File: src/rtl/core/hps_pkg.sv
// shared types and constants for the haptic pulse sequencer
package hps_pkg;

   localparam int CHANNELS_DEF     = 4;
   localparam int BUFFER_DEPTH_DEF = 16;
   localparam int OP_W             = 2;
   localparam int TIME_W           = 32;
   localparam int DUR_W            = 16;
   localparam int LEN_W            = 8;

   typedef enum logic [OP_W-1:0] {
      OP_TICK = 2'd0,
      OP_PUSH = 2'd1,
      OP_STOP = 2'd2
   } op_type;

   typedef enum logic [2:0] {
      MODE_IDLE    = 3'b001,
      MODE_PLAYING = 3'b010,
      MODE_STOPPED = 3'b100
   } mode_type;

   typedef enum logic [1:0] {
      ST_WAIT = 2'b01,
      ST_EXEC = 2'b10
   } seq_state_type;

   typedef struct packed {
      logic rd_en;
      logic wr_en;
   } mem_ctl_type;

endpackage

File: src/rtl/core/hps_store.sv
// pulse ring store, one write port and one registered read port
module hps_store #(
   parameter int CHANNELS     = hps_pkg::CHANNELS_DEF,
   parameter int BUFFER_DEPTH = hps_pkg::BUFFER_DEPTH_DEF,
   localparam int IDX_W       = $clog2(BUFFER_DEPTH),
   localparam int ENTRY_W     = CHANNELS + hps_pkg::DUR_W
) (
   input  logic                 clock,
   input  hps_pkg::mem_ctl_type mem_ctl,
   input  logic [IDX_W-1:0]     wr_addr,
   input  logic [ENTRY_W-1:0]   wr_data,
   input  logic [IDX_W-1:0]     rd_addr,
   output logic [ENTRY_W-1:0]   rd_data
);

   logic [ENTRY_W-1:0] mem [BUFFER_DEPTH];
   logic [ENTRY_W-1:0] rd_data_ff;

   always_ff @(posedge clock) begin
      if (mem_ctl.wr_en) begin
         mem[wr_addr] <= wr_data;
      end
   end

   always_ff @(posedge clock) begin
      if (mem_ctl.rd_en) begin
         rd_data_ff <= mem[rd_addr];
      end
   end

   assign rd_data = rd_data_ff;

endmodule

File: src/rtl/core/hps_ctrl.sv
// sequencer control: item capture, playback state machine and drive registers
module hps_ctrl #(
   parameter int CHANNELS     = hps_pkg::CHANNELS_DEF,
   parameter int BUFFER_DEPTH = hps_pkg::BUFFER_DEPTH_DEF,
   localparam int IDX_W       = $clog2(BUFFER_DEPTH),
   localparam int ENTRY_W     = CHANNELS + hps_pkg::DUR_W
) (
   input  logic                        clock,
   input  logic                        reset,
   input  logic                        req_valid,
   output logic                        req_stall,
   input  logic [hps_pkg::OP_W-1:0]    req_operation,
   input  logic [hps_pkg::TIME_W-1:0]  req_now_ms,
   input  logic [CHANNELS-1:0]         req_pulse_channels,
   input  logic [hps_pkg::DUR_W-1:0]   req_pulse_duration_ms,
   input  logic [hps_pkg::LEN_W-1:0]   req_sequence_length,
   output logic                        rsp_valid,
   input  logic                        rsp_stall,
   output logic                        rsp_drive_enable,
   output logic [CHANNELS-1:0]         rsp_drive_a,
   output logic [CHANNELS-1:0]         rsp_drive_b,
   output logic                        rsp_busy_res,
   output hps_pkg::mem_ctl_type        mem_ctl,
   output logic [IDX_W-1:0]            wr_addr,
   output logic [ENTRY_W-1:0]          wr_data,
   output logic [IDX_W-1:0]            rd_addr,
   input  logic [ENTRY_W-1:0]          rd_data
);

   localparam logic [IDX_W-1:0] LAST_IDX = IDX_W'(BUFFER_DEPTH - 1);
   localparam logic [hps_pkg::LEN_W:0] MAX_LEN = (hps_pkg::LEN_W + 1)'(BUFFER_DEPTH);

   hps_pkg::seq_state_type       state_ff, state_in;
   hps_pkg::mode_type            mode_ff, mode_in;
   logic                         stop_req_ff, stop_req_in;
   logic [IDX_W-1:0]             wr_idx_ff, wr_idx_in;
   logic [IDX_W-1:0]             rd_idx_ff, rd_idx_in;
   logic                         applied_ff, applied_in;
   logic [hps_pkg::TIME_W-1:0]   start_ff, start_in;
   logic                         drv_en_ff, drv_en_in;
   logic [CHANNELS-1:0]          drv_b_ff, drv_b_in;
   logic                         rsp_valid_ff, rsp_valid_in;

   logic [hps_pkg::OP_W-1:0]     op_ff;
   logic [hps_pkg::TIME_W-1:0]   now_ff;
   logic [CHANNELS-1:0]          chan_ff;
   logic [hps_pkg::DUR_W-1:0]    dur_ff;
   logic [hps_pkg::LEN_W-1:0]    len_ff;

   logic                         accept;
   logic                         commit;
   logic                         not_empty;
   logic                         elapsed;
   logic [hps_pkg::TIME_W-1:0]   age;
   logic [CHANNELS-1:0]          entry_chan;
   logic [hps_pkg::DUR_W-1:0]    entry_dur;

   assign req_stall = (state_ff != hps_pkg::ST_WAIT);
   assign accept    = req_valid && !req_stall;
   assign commit    = (state_ff == hps_pkg::ST_EXEC) && (!rsp_valid_ff || !rsp_stall);

   assign entry_chan = rd_data[CHANNELS-1:0];
   assign entry_dur  = rd_data[ENTRY_W-1:CHANNELS];
   assign not_empty  = (wr_idx_ff != rd_idx_ff);
   assign age        = now_ff - start_ff;
   assign elapsed    = (age >= {{(hps_pkg::TIME_W - hps_pkg::DUR_W){1'b0}}, entry_dur});

   assign rd_addr       = rd_idx_ff;
   assign wr_addr       = wr_idx_ff;
   assign wr_data       = {dur_ff, chan_ff};
   assign mem_ctl.rd_en = accept;
   assign mem_ctl.wr_en = commit && (op_ff == hps_pkg::OP_PUSH)
                          && ({1'b0, len_ff} <= MAX_LEN);

   always_comb begin
      state_in    = state_ff;
      mode_in     = mode_ff;
      stop_req_in = stop_req_ff;
      wr_idx_in   = wr_idx_ff;
      rd_idx_in   = rd_idx_ff;
      applied_in  = applied_ff;
      start_in    = start_ff;
      drv_en_in   = drv_en_ff;
      drv_b_in    = drv_b_ff;

      unique case (state_ff)
         hps_pkg::ST_WAIT: begin
            if (accept) begin
               state_in = hps_pkg::ST_EXEC;
            end
         end
         hps_pkg::ST_EXEC: begin
            if (commit) begin
               state_in = hps_pkg::ST_WAIT;
               unique case (op_ff)
                  hps_pkg::OP_TICK: begin
                     unique case (mode_ff)
                        hps_pkg::MODE_IDLE: begin
                           drv_en_in = 1'b0;
                           drv_b_in  = '1;
                           if (not_empty) begin
                              mode_in     = hps_pkg::MODE_PLAYING;
                              stop_req_in = 1'b0;
                              start_in    = now_ff;
                           end
                        end
                        hps_pkg::MODE_PLAYING: begin
                           if (stop_req_ff) begin
                              mode_in = hps_pkg::MODE_STOPPED;
                           end
                           if (not_empty) begin
                              if (!applied_ff) begin
                                 applied_in = 1'b1;
                                 drv_en_in  = 1'b1;
                                 drv_b_in   = ~entry_chan;
                              end
                              if (elapsed) begin
                                 start_in   = now_ff;
                                 rd_idx_in  = (rd_idx_ff == LAST_IDX) ? '0
                                              : rd_idx_ff + 1'b1;
                                 applied_in = 1'b0;
                              end
                           end else begin
                              mode_in = hps_pkg::MODE_STOPPED;
                           end
                        end
                        hps_pkg::MODE_STOPPED: begin
                           drv_en_in = 1'b0;
                           drv_b_in  = '1;
                           mode_in   = hps_pkg::MODE_IDLE;
                        end
                        default: begin
                           mode_in = hps_pkg::MODE_IDLE;
                        end
                     endcase
                  end
                  hps_pkg::OP_PUSH: begin
                     if (mem_ctl.wr_en) begin
                        wr_idx_in = (wr_idx_ff == LAST_IDX) ? '0 : wr_idx_ff + 1'b1;
                     end
                  end
                  hps_pkg::OP_STOP: begin
                     stop_req_in = 1'b1;
                  end
                  default: begin
                  end
               endcase
            end
         end
         default: begin
            state_in = hps_pkg::ST_WAIT;
         end
      endcase
   end

   always_comb begin
      if (commit) begin
         rsp_valid_in = 1'b1;
      end else if (rsp_valid_ff && !rsp_stall) begin
         rsp_valid_in = 1'b0;
      end else begin
         rsp_valid_in = rsp_valid_ff;
      end
   end

   always_ff @(posedge clock) begin
      if (reset) begin
         state_ff     <= hps_pkg::ST_WAIT;
         mode_ff      <= hps_pkg::MODE_IDLE;
         stop_req_ff  <= 1'b1;
         wr_idx_ff    <= '0;
         rd_idx_ff    <= '0;
         applied_ff   <= 1'b0;
         start_ff     <= '0;
         drv_en_ff    <= 1'b0;
         drv_b_ff     <= '1;
         rsp_valid_ff <= 1'b0;
      end else begin
         state_ff     <= state_in;
         mode_ff      <= mode_in;
         stop_req_ff  <= stop_req_in;
         wr_idx_ff    <= wr_idx_in;
         rd_idx_ff    <= rd_idx_in;
         applied_ff   <= applied_in;
         start_ff     <= start_in;
         drv_en_ff    <= drv_en_in;
         drv_b_ff     <= drv_b_in;
         rsp_valid_ff <= rsp_valid_in;
      end
   end

   always_ff @(posedge clock) begin
      if (accept) begin
         op_ff   <= req_operation;
         now_ff  <= req_now_ms;
         chan_ff <= req_pulse_channels;
         dur_ff  <= req_pulse_duration_ms;
         len_ff  <= req_sequence_length;
      end
   end

   assign rsp_valid        = rsp_valid_ff;
   assign rsp_drive_enable = drv_en_ff;
   assign rsp_drive_a      = '1;
   assign rsp_drive_b      = drv_b_ff;
   assign rsp_busy_res     = (mode_ff == hps_pkg::MODE_PLAYING);

endmodule

File: src/rtl/core/haptic_pulse_sequencer.sv
// haptic pulse sequencer top level
//
// req channel: one item per handshake (req_valid high, req_stall low).
//   tick items step the idle/playing/stopped machine with req_now_ms,
//   push items store a pulse in the ring, stop items request a stop.
// rsp channel: exactly one item per accepted req item, in order, carrying
//   the drive enable, both h-bridge pin masks and the playing flag as they
//   stand after that item.
// order: the req item and the ring entry at the read index are registered
//   when the item is accepted, read from the synchronous pulse store; the
//   state and the response are then updated from them, once no previous
//   response is stalled on rsp.
// a new req item is taken only after the last one's update, which follows
//   its store read; req_stall is high while an item is being worked on.
// a finished response sits in an output register; the next req item is
//   taken while it waits, and its update holds until the response is taken.
// reset (synchronous): idle, stop pending, ring empty, drive disabled with
//   every channel braked; the store itself is not cleared.
module haptic_pulse_sequencer #(
   parameter int CHANNELS     = hps_pkg::CHANNELS_DEF,
   parameter int BUFFER_DEPTH = hps_pkg::BUFFER_DEPTH_DEF
) (
   input  logic                        clock,
   input  logic                        reset,
   input  logic                        req_valid,
   output logic                        req_stall,
   input  logic [hps_pkg::OP_W-1:0]    req_operation,
   input  logic [hps_pkg::TIME_W-1:0]  req_now_ms,
   input  logic [CHANNELS-1:0]         req_pulse_channels,
   input  logic [hps_pkg::DUR_W-1:0]   req_pulse_duration_ms,
   input  logic [hps_pkg::LEN_W-1:0]   req_sequence_length,
   output logic                        rsp_valid,
   input  logic                        rsp_stall,
   output logic                        rsp_drive_enable,
   output logic [CHANNELS-1:0]         rsp_drive_a,
   output logic [CHANNELS-1:0]         rsp_drive_b,
   output logic                        rsp_busy_res
);

   localparam int IDX_W   = $clog2(BUFFER_DEPTH);
   localparam int ENTRY_W = CHANNELS + hps_pkg::DUR_W;

   hps_pkg::mem_ctl_type mem_ctl;
   logic [IDX_W-1:0]     wr_addr;
   logic [IDX_W-1:0]     rd_addr;
   logic [ENTRY_W-1:0]   wr_data;
   logic [ENTRY_W-1:0]   rd_data;

   hps_ctrl #(
      .CHANNELS     (CHANNELS),
      .BUFFER_DEPTH (BUFFER_DEPTH)
   ) u_ctrl (
      .clock                 (clock),
      .reset                 (reset),
      .req_valid             (req_valid),
      .req_stall             (req_stall),
      .req_operation         (req_operation),
      .req_now_ms            (req_now_ms),
      .req_pulse_channels    (req_pulse_channels),
      .req_pulse_duration_ms (req_pulse_duration_ms),
      .req_sequence_length   (req_sequence_length),
      .rsp_valid             (rsp_valid),
      .rsp_stall             (rsp_stall),
      .rsp_drive_enable      (rsp_drive_enable),
      .rsp_drive_a           (rsp_drive_a),
      .rsp_drive_b           (rsp_drive_b),
      .rsp_busy_res          (rsp_busy_res),
      .mem_ctl               (mem_ctl),
      .wr_addr               (wr_addr),
      .wr_data               (wr_data),
      .rd_addr               (rd_addr),
      .rd_data               (rd_data)
   );

   hps_store #(
      .CHANNELS     (CHANNELS),
      .BUFFER_DEPTH (BUFFER_DEPTH)
   ) u_store (
      .clock   (clock),
      .mem_ctl (mem_ctl),
      .wr_addr (wr_addr),
      .wr_data (wr_data),
      .rd_addr (rd_addr),
      .rd_data (rd_data)
   );

endmodule

File: config.mk
export PLATFORM = sky130hd
export DESIGN_NAME = haptic_pulse_sequencer
export DESIGN_NICKNAME = d
export VERILOG_FILES = /design/src/rtl/core/hps_pkg.sv /design/src/rtl/core/hps_store.sv /design/src/rtl/core/hps_ctrl.sv /design/src/rtl/core/haptic_pulse_sequencer.sv
export SDC_FILE = /design/constraint.sdc
export NUM_CORES = 1
export LEC_CHECK = 0
export BUFFER_PORTS_ARGS = -buffer_cell sky130_fd_sc_hd__buf_2
export CAP_MARGIN = 20
export CORE_MARGIN = 8
export CORE_UTILIZATION = 56
export CTS_CLUSTER_SIZE = 8
export DETAILED_ROUTE_END_ITERATION = 12
export GPL_TIMING_DRIVEN = 0
export PLACE_DENSITY = 0.76
export SLEW_MARGIN = 10
export SYNTH_ARGS = -nofsm -noshare
export SYNTH_HDL_FRONTEND = slang
export SYNTH_SLANG_ARGS = --single-unit
export TNS_END_PERCENT = 100
File: constraint.sdc
create_clock -name clock -period 4.5 [get_ports clock]
set_clock_uncertainty 0.05 [all_clocks]
set_input_delay 1.125 -clock clock [delete_from_list [all_inputs] [get_ports clock]]
set_output_delay 1.125 -clock clock [all_outputs]
set_load 0.02 [all_outputs]
==> results of run 1 <==
-- metrics by stage --
| stage | cells | utilization, % |
|---|---|---|
| after floorplan | 1204 | - |
| after global placement | 1731 | 59.5 |
| after detailed placement | 1745 | 60.3 |
| after CTS | 1866 | 67.2 |
| after global routing | 1877 | 67.5 |
| final | 1877 | 67.5 |
-- worst max-delay path: cells and delay by family (launching register included) --
family,cells,cell delay [ns]
AO/OA/AOI/OAI,11,2.04
XOR/XNOR,1,0.15
adder cells (fa/ha/maj),2,0.54
buffers and inverters,1,0.16
flip-flops,1,0.44
AND/OR/NAND/NOR,5,1.11
-- worst paths after layout --
check             cells after the start             endpoint                 from
setup reg to reg                     20    u_ctrl.rd_addr[3]     u_ctrl.now_ff[4]
setup / recovery                     20    u_ctrl.rd_addr[3]     u_ctrl.now_ff[4]
hold / removal                        2  u_ctrl.start_ff[20]  u_ctrl.start_ff[20]
hold reg to reg                       2  u_ctrl.start_ff[20]  u_ctrl.start_ff[20]
-- sequential cells by signal (all words and copies together), names as in the netlist --
register	count
u_ctrl.state_ff	2
u_ctrl.start_ff	32
u_ctrl.applied_ff	1
u_ctrl.rsp_valid	1
u_ctrl.mode_ff	3
u_ctrl.chan_ff	4
u_ctrl.rsp_drive_b	4
u_ctrl.len_ff	8
u_store.rd_data	20
u_ctrl.now_ff	32
u_ctrl.op_ff	2
u_ctrl.dur_ff	16
u_ctrl.rsp_drive_enable	1
u_ctrl.rd_addr	4
u_store.mem	320
u_ctrl.stop_req_ff	1
u_ctrl.wr_addr	4
-- cell families (layout without fill, tap and decap cells) --
family / Yosys count / after routing / share of synthesized area [%]
buffers and inverters: 116 / 334 / 2.62
other: 1 / 4 / 0.0191
multiplexers: 139 / 139 / 13.5
XOR/XNOR: 27 / 27 / 1.21
flip-flops: 455 / 455 / 67.0
adder cells (fa/ha/maj): 53 / 53 / 3.42
AO/OA/AOI/OAI: 146 / 146 / 5.09
AND/OR/NAND/NOR: 264 / 264 / 7.19
-- cell type report --
class | instances | area, um^2
sequential | 455 | 13100
fill | 2312 | 11200
multi-input combinational | 633 | 6300
clock buffer | 85 | 1770
timing repair buffer | 127 | 962
tap | 455 | 569
buffer | 51 | 243
inverter | 63 | 239
clock inverter | 8 | 121
-- cells in the final DEF (no fill, tap or decap), types with 5 or more instances in the layout --
| master | n |
|---|---|
| or2_2 | 5 |
| ha_1 | 46 |
| edfxtp_1 | 402 |
| mux2i_1 | 38 |
| clkbuf_1 | 48 |
| buf_4 | 36 |
| a21oi_1 | 45 |
| xnor2_1 | 14 |
| nand4_1 | 11 |
| or3_1 | 7 |
| nor3_2 | 6 |
| o21ai_0 | 23 |
| clkbuf_16 | 68 |
| a21o_1 | 14 |
| mux4_2 | 100 |
| nand2_1 | 46 |
| nand3_1 | 8 |
| nor2_1 | 45 |
| nor3_1 | 14 |
| xor2_1 | 11 |
| inv_1 | 61 |
| dfxtp_1 | 52 |
| buf_6 | 18 |
| nor2_4 | 14 |
| buf_2 | 74 |
| buf_1 | 8 |
| nand2b_1 | 73 |
-- repair_timing --
action,4_1_cts,5_1_grt
pin swaps,30,21
resized for setup,38,24
endpoints found under the setup margin,37,37
gates cloned,3,0
setup buffers,25,12
hold endpoints to repair,0,0
-- power breakdown --
part | leakage, nW | switching [W] | total (W) | internal [W]
clock network | 0.905 | 0.00178 | 0.00452 | 0.00274
registers | 4.09 | 0.0000669 | 0.00473 | 0.00467
logic | 2.79 | 0.000235 | 0.000412 | 0.000177
total | 7.78 | 0.00208 | 0.00967 | 0.00758
-- routing by layer --
metal / vias up / GRT usage, % / wire length, um / share of wire, %
li1: 5030 / - / - / -
met1: 5763 / 28.0 / 18400 / 39
met2: 457 / 40.6 / 24700 / 52
met3: 117 / 4.47 / 2760 / 5.8
met4: 0 / 8.24 / 1470 / 3.1
met5: - / 0 / 0 / 0
==> results by group, run 1 <==
Outcome
  • Status: finished, violations left
  • Failing checks: negative setup slack

Clock network
  • Worst-path clk slew: 0.05 ns
  • H-tree Lvls: 3
  • CTS Root Cell: clkbuf_16
  • Worst skew pair latency: 0.58 ns
  • Sink Count: between 400 and 500
  • TritonCTS clock tree: built
  • CTS Buf Count: 67
  • Hold-fix buffer count after cts: 0
  • Deepest clock path buffer count: 3

Critical path
  • Crit Path Max Fanout: 3
  • WP data arrival: about 5.0 ns
  • Startpoint class of the critical path: register
  • CP required: just under 5 ns
  • CP cell instances: ha_4, a21o_1, a31oi_4, and2_4, o21ai_2, a21o_2, a21oi_4, xnor2_2, ha_1, a21o_1, a221o_1, a222oi_1, o2111a_1, o221ai_2, nor4_2, nand4b_1, buf_6, or4_4, nand4b_1, a21oi_1
  • R2R setup slack: -0.13 ns
  • CP endpoint kind: register
  • Crit path kind: reg -> reg
  • CP peak stage delay: around 0.44 ns
  • Crit-path slowest cell: edfxtp_1

Power and ir drop
  • Leak: 7.78 nW
  • Power Density: 414 nW/um^2
  • Total design power: 0.00967 W
  • Worst VDD drop: 312 uV

Synthesis
  • Synth area leaders: edfxtp_1 62%, mux4_2 11%, dfxtp_1 5.4%
  • Post-synth EDFFs: 402
  • Post-synth top flop: edfxtp_1
  • Mapped Cells: ~1200
  • Seq/Total Area, Yosys: 67.0%
  • Most frequent cells after synthesis: 402 x edfxtp_1, 100 x mux4_2, 73 x nand2b_1
  • Synth Cell Area: 19600 um^2
  • Post-synth top area cell: edfxtp_1
  • Seq cells post-synth: 455
  • Distinct cells, synth: 76
  • Ys async rst share: 0%
  • Post-Syn Area per Cell: ~16 um^2
  • Synth top area share: between 60 and 70%
  • YS warnings: 0
  • Most frequent cell after synthesis: edfxtp_1

Routing
  • Total routed wirelength: 47.3 mm
  • First-pass DRT Iterations: 5
  • Remaining antenna violation count: 0
  • Via-to-Cell Ratio: slightly above 6
  • DRC Markers: 0
  • DRT iter0 DRCs: 1056
  • Total number of vias: around 11000
  • WL per Instance: 25.2 um

Placement
  • Dpl ws: -0.917 ns
  • PortBufs: 72
  • Final HPWL DP: 28.1 mm
  • Post-DP Area: approximately 21000 um^2
  • Placer Congestion: 0.860

Global route
  • Vias in the first global route: 11900
  • Largest net degree at the start of global routing: 57
  • Antenna violations before repair: 0
  • Wire length of the first global-routing pass: 71.5 mm
  • Total GRT Usage: 23.0%
  • GR Overflow Total: 0

STA
  • Final period util: 103%
  • Fin. Hold Viols: 0
  • Final worst slack: -0.130 ns
  • Finish-stage setup viols: 25
  • Worst-margin pin slew: between 1 and 1.5 ns
  • Max frequency: 216 MHz
  • Unrepaired setup endpoints after global routing: yes
  • Slew Limit Fails: 0
  • Min cycle time layout: between 4 and 5 ns
  • Slew margin rel.: 28.7%
  • Worst Hold Margin: 0.424 ns
  • Setup Total Neg Slack: -1.80 ns

Die
  • Core ar.: 34500 um^2
  • Initial Util: 56.8%
  • Chip Height: 203 um
  • Io pins: 78
  • Rows: between 60 and 70
  • DIE AREA: roughly 41000 um^2
  • Die Span X: roughly 200 um

Final layout
  • Final #Nets: 1517
  • Layout cells sized above 1: 27.2%
  • Final instance area: 23300 um^2
  • Antenna cells: 0
  • Area Growth Syn to Fin: 19.0%

Min path
  • Hold/Removal Path Class: reg -> reg

Flow run
  • Max-cap violations: 0
Power figures use the tool's default switching activity.
==> run 2: changes to the inputs <==
Settings changed: CORE_UTILIZATION 56 to 55, PLACE_DENSITY 0.76 to 0.75.
==> run 2 against run 1 <==
Net effect:
- the run still ends with negative setup slack left
- count of clock-buffer cells in the layout increased by 4
- final area increased by 0.11%
- setup slack got worse by 0.019 ns
- via count increased by 0.41%
- register-to-register slack got worse by 0.02 ns
- largest power group unchanged
- combinational power increased by 5.1%
- worst hold slack about the same
- die area increased by 1.7%
==> results by group, run 2 (synthesis gave the netlist of run 1 again) <==
Outcome
  • Status: finished, violations left
  • Failing checks: negative setup slack

Final layout
  • Antenna cells: 0
  • Regs by FF count: u_store.mem (320), u_ctrl.now_ff (32), u_ctrl.start_ff (32)
  • Commonest non-fill, non-tap cell in the layout: edfxtp_1
  • Final #Nets: 1520
  • Layout cells sized above 1: between 20 and 30%
  • Area Growth Syn to Fin: 19.1%
  • Layout fillers: 2361
  • Largest register FFs: 320
  • Most frequent cells in the layout: 402 x edfxtp_1, 100 x mux4_2, 75 x buf_2
  • Top reg by flops: u_store.mem
  • Non-Filler Instances: between 1500 and 2000
  • Final instance area: 23400 um^2

STA
  • Unrepaired setup endpoints after global routing: yes
  • Final period util: 103%
  • Slew Limit Fails: 0
  • Max frequency: 215 MHz
  • Worst-margin pin slew: 1.07 ns
  • Min cycle time layout: 4.65 ns
  • Slew margin rel.: approximately 29%
  • Fin. Hold Viols: 0
  • Finish-stage setup viols: 36
  • Final worst slack: -0.148 ns

Critical path
  • FF-to-FF path depth: 22
  • CP endpoint kind: register
  • Crit path kind: reg -> reg
  • R2R setup slack: -0.15 ns
  • WP data arrival: 5.02 ns
  • Worst flop-to-flop path startpoint: u_ctrl.now_ff[0]
  • Critical Path End: u_ctrl.rd_addr[3]
  • Critical path origin: u_ctrl.now_ff[0]
  • Crit Path Max Fanout: 3
  • CP required: 4.88 ns
  • FF-to-FF End: u_ctrl.rd_addr[3]
  • Startpoint class of the critical path: register

Clock network
  • Deepest clock path buffer count: 3
  • H-tree Lvls: 3
  • CTS Root Cell: clkbuf_16
  • Sink Count: 455
  • Hold-fix buffer count after cts: 0
  • TritonCTS clock tree: built
  • Worst-path clk slew: 0.05 ns
  • CTS Buf Count: 67
  • Worst skew pair latency: 0.57 ns

Die
  • Initial Util: 55.5%
  • Io pins: 78
  • Rows: 69
  • Core ar.: 35300 um^2
  • DIE AREA: roughly 42000 um^2
  • Die Span X: ~200 um
  • Chip Height: 205 um

Routing
  • WL per Instance: 24.8 um
  • Total number of vias: about 11000
  • Via-to-Cell Ratio: 6.05
  • Remaining antenna violation count: 0
  • DRC Markers: 0
  • DRT iter0 DRCs: 888
  • Total routed wirelength: 46.7 mm
  • First-pass DRT Iterations: 5

Placement
  • Post-DP Area: roughly 21000 um^2
  • Placed Instances: 1751
  • Final HPWL DP: between 20 and 30 mm
  • PortBufs: 72
  • Placer Congestion: 0.870

Global route
  • Vias in the first global route: 11800
  • Total GRT Usage: 22.4%
  • Antenna violations before repair: 0
  • Wire length of the first global-routing pass: 70.3 mm
  • GR Overflow Total: 0
  • Largest net degree at the start of global routing: 59

Power and ir drop
  • Worst VDD drop: 311 uV
  • Leak: approximately 7.8 nW
  • Power Density: 414 nW/um^2

Min path
  • Hold depth: 2
  • Hold/Removal Path Class: reg -> reg

Flow run
  • Max-cap violations: 0
[run 2: metrics by stage]
stage | total power [W] | hold WS, ns | util (%) | setup slack, ns | setup TNS (ns)
CTS | 0.00971 | 0.425 | 65.4 | -0.361 | -8.73
global route | 0.00997 | 0.447 | 66.2 | -0.402 | -12.19
floorplan | 0.00504 | 0.396 | - | 0.148 | 0
global placement | 0.00516 | 0.408 | 58.2 | -1.55 | -198.68
detailed placement | 0.00517 | 0.415 | 59.0 | -0.849 | -30.22
finish | 0.00967 | 0.424 | 66.2 | -0.148 | -2.62
[run 2: area by class of cell]
type                            instances  area [um^2]  share of cell area (%)
Multi-Input combinational cell        633         6400                    27.4
Timing Repair Buffer                  128          866                    3.71
Tap cell                              461          577                    2.47
Clock inverter                          5         66.3                   0.284
Buffer                                 53          278                    1.19
Clock buffer                           89         1800                    7.71
Inverter                               63          239                    1.02
Sequential cell                       455        13100                    56.2
[run 2: report_power, final]
group	total [W]	internal (W)	switching (W)
Combinational	0.000433	0.000190	0.000242
Sequential	0.00473	0.00467	0.0000654
Clock	0.00451	0.00277	0.00174
Total	0.00967	0.00763	0.00204
[run 2: per-layer routing]
metal | share of wire [%] | track usage [%]
met1 | 38 | 27.4
met2 | 50 | 37.5
met3 | 7.5 | 5.66
met4 | 3.9 | 10.0
met5 | 0 | 0
[run 2: critical path: stages, from the launching register on]
cell and delay [ns]:
edfxtp_1 0.36, inv_2 0.05, ha_4 0.16, fa_2 0.42
nor2b_4 0.17, o2111ai_4 0.15, buf_6 0.16, nand2_1 0.08
a21o_1 0.13, a21oi_1 0.08, xnor2_1 0.18, ha_2 0.19
a21o_1 0.17, a221o_1 0.30, a222oi_1 0.29, o2111a_1 0.26
o221ai_2 0.10, nor4_2 0.20, nand4b_1 0.16, buf_6 0.15
or4_4 0.44, nand4b_1 0.16, a21oi_2 0.07
[run 2: how the worst min path moves through the flow]
| stage | to | slack (ns) | from |
|---|---|---|---|
| after floorplan | u_ctrl.stop_req_ff | 0.40 | u_ctrl.stop_req_ff |
| after global placement | u_ctrl.start_ff[17] | 0.41 | u_ctrl.start_ff[17] |
| after detailed placement | u_ctrl.start_ff[5] | 0.41 | u_ctrl.start_ff[5] |
| after CTS | u_ctrl.start_ff[5] | 0.43 | u_ctrl.start_ff[5] |
| after global routing | u_ctrl.start_ff[7] | 0.45 | u_ctrl.start_ff[7] |
| final | u_ctrl.start_ff[4] | 0.42 | u_ctrl.start_ff[4] |
[run 2: repair_timing]
| action | CTS | global route |
|---|---|---|
| pin swaps | 28 | 23 |
| setup endpoints to repair | 37 | 37 |
| resized for setup | 38 | 26 |
| buffers inserted | 28 | 12 |
==> run 3: changes to the inputs <==
Settings changed: RECOVER_POWER set to 100.
==> run 3 against run 2 <==
Net effect:
- first-iteration DRC count is 1.9% higher
- fmax is 0.16% higher
- register-to-register slack hardly changed
- total power hardly changed
- largest cell class unchanged
- worst hold slack hardly changed
- sequential power hardly changed
- setup slack better by 0.0072 ns
- core utilization is 0.47 points lower
- the flow finishes with violations (max-capacitance violations, max-slew violations, negative setup slack)
==> results by group, run 3 (synthesis gave the netlist of run 1 again) <==
Die
  • Initial Util: between 50% and 60%
  • Core ar.: 35300 um^2
  • Rows: 69
  • Io pins: 78
  • Die Span X: 205 um
  • Chip Height: 205 um
  • DIE AREA: 42000 um^2

Placement
  • Placer Congestion: 0.870
  • Final HPWL DP: 27.6 mm
  • PortBufs: 72

Critical path
  • WP data arrival: between 5 and 6 ns
  • CP endpoint kind: register
  • CP cell instances: inv_2, ha_4, fa_2, nor2b_4, o2111ai_4, buf_6, nand2_1, a21o_1, a21oi_1, xnor2_1, ha_2, a21o_1, a221o_1, a222oi_1, o2111a_1, o221ai_2, nor4_2, nand4b_1, buf_6, or4_4, nand4b_1, a21oi_2
  • CP delay by family, top: compound AO/OA/AOI/OAI gates
  • Crit Path Max Fanout: 3
  • Crit-path slowest cell: or4_4
  • CP required: 4.88 ns
  • Crit path kind: reg -> reg
  • Crit path buf inv count: 3
  • CP peak stage delay: between 0.4 and 0.5 ns
  • Startpoint class of the critical path: register

Final layout
  • Layout fillers: 2395
  • Area Growth Syn to Fin: 18.3%
  • Antenna cells: 0
  • Final #Nets: 1520
  • Largest register FFs: 320
  • Final Core Density: about 66%
  • Commonest non-fill, non-tap cell in the layout: edfxtp_1
  • Most frequent cells in the layout: 402 x edfxtp_1, 100 x mux4_2, 73 x nand2b_1
  • Regs by FF count: u_store.mem (320), u_ctrl.now_ff (32), u_ctrl.start_ff (32)
  • Layout cells sized above 1: 26.3%
  • Top reg by flops: u_store.mem

Clock network
  • Deepest clock path buffer count: 3
  • H-tree Lvls: 3
  • Sink Count: 455
  • Worst skew pair latency: 0.57 ns
  • Worst-path clk slew: 0.05 ns
  • CTS Root Cell: clkbuf_16
  • Hold-fix buffer count after cts: 0
  • CTS Buf Count: 67
  • TritonCTS clock tree: built

Global route
  • Total GRT Usage: 22.4%
  • GR Overflow Total: 0
  • Largest net degree at the start of global routing: 59
  • Vias in the first global route: 11800
  • Antenna violations before repair: 0
  • Wire length of the first global-routing pass: roughly 70 mm

Power and ir drop
  • Power Density: between 400 and 500 nW/um^2
  • Leak: 7.70 nW
  • Worst VDD drop: 312 uV
  • Total design power: 0.00967 W

Min path
  • Hold/Removal Path Class: reg -> reg

STA
  • Final period util: 103%
  • Slew margin rel.: -7.25%
  • Finish-stage setup viols: 38
  • Fin. Hold Viols: 0
  • Unrepaired setup endpoints after global routing: yes
  • Worst-margin pin slew: around 1.6 ns
  • Max frequency: 215 MHz
  • Final worst slack: -0.141 ns
  • Min cycle time layout: around 4.6 ns
  • Slew Limit Fails: between 100 and 150

Routing
  • DRT iter0 DRCs: 905
  • WL per Instance: 24.7 um
  • DRC Markers: 0
  • Via-to-Cell Ratio: 6.02
  • Total routed wirelength: ~47 mm
  • First-pass DRT Iterations: 5
  • Total number of vias: 11400
  • Remaining antenna violation count: 0

Flow run
  • Max-cap violations: 5

Outcome
  • Failing checks: max-capacitance violations, max-slew violations, negative setup slack
  • Status: finished, violations left
run 3: layout make-up:
cell class / instances / area, um^2 / area share, %
Multi-Input combinational cell: 633 / 6320 / 27.2
Clock inverter: 5 / 66.3 / 0.286
Tap cell: 461 / 577 / 2.49
Sequential cell: 455 / 13100 / 56.6
Timing Repair Buffer: 128 / 782 / 3.37
Buffer: 53 / 278 / 1.20
Inverter: 63 / 238 / 1.03
Clock buffer: 89 / 1800 / 7.77
run 3: metal layers:
| layer | vias up | global-route usage, % | part of all wire (%) |
|---|---|---|---|
| li1 | 5037 | - | - |
| met1 | 5703 | 27.4 | 39 |
| met2 | 494 | 37.5 | 50 |
| met3 | 126 | 5.66 | 7.3 |
| met4 | 0 | 10.0 | 4.0 |
| met5 | - | 0 | 0 |
run 3: stage by stage:
stage | area [um^2] | cells | setup slack (ns) | setup TNS, ns | hold WS (ns)
finish | 23200 | 1887 | -0.141 | -2.50 | 0.424
detailed placement | 20800 | 1751 | -0.849 | -30.22 | 0.415
CTS | 23100 | 1873 | -0.361 | -8.73 | 0.425
global route | 23200 | 1887 | -0.402 | -15.78 | 0.447
global placement | 20600 | 1737 | -1.55 | -198.68 | 0.408
floorplan | 19600 | 1204 | 0.148 | 0 | 0.396
run 3: timing repair:
action | 4_1_cts | 5_1_grt
resized for setup | 38 | 26
pin swaps | 28 | 23
setup buffers | 28 | 12
endpoints found under the setup margin | 37 | 37
run 3: final timing paths:
kind / cells after the start / start / slack (ns) / end
min reg2reg: 2 / u_ctrl.start_ff[4] / 0.42 / u_ctrl.start_ff[4]
min: 2 / u_ctrl.start_ff[4] / 0.42 / u_ctrl.start_ff[4]
max reg2reg: 22 / u_ctrl.now_ff[0] / -0.14 / u_ctrl.rd_addr[3]
max: 22 / u_ctrl.now_ff[0] / -0.14 / u_ctrl.rd_addr[3]
run 3: tightest hold or removal path: cells and delay by family, from the launching register on:
kind	cells	cell delay, ns
multiplexers	1	0.06
flip-flops	1	0.31
AND/OR/NAND/NOR	1	0.06
run 3: report_power, final:
| part | total (W) | internal [W] | switching [W] |
|---|---|---|---|
| clock network | 0.00451 | 0.00277 | 0.00174 |
| logic | 0.000427 | 0.000186 | 0.000241 |
| registers | 0.00473 | 0.00467 | 0.0000656 |
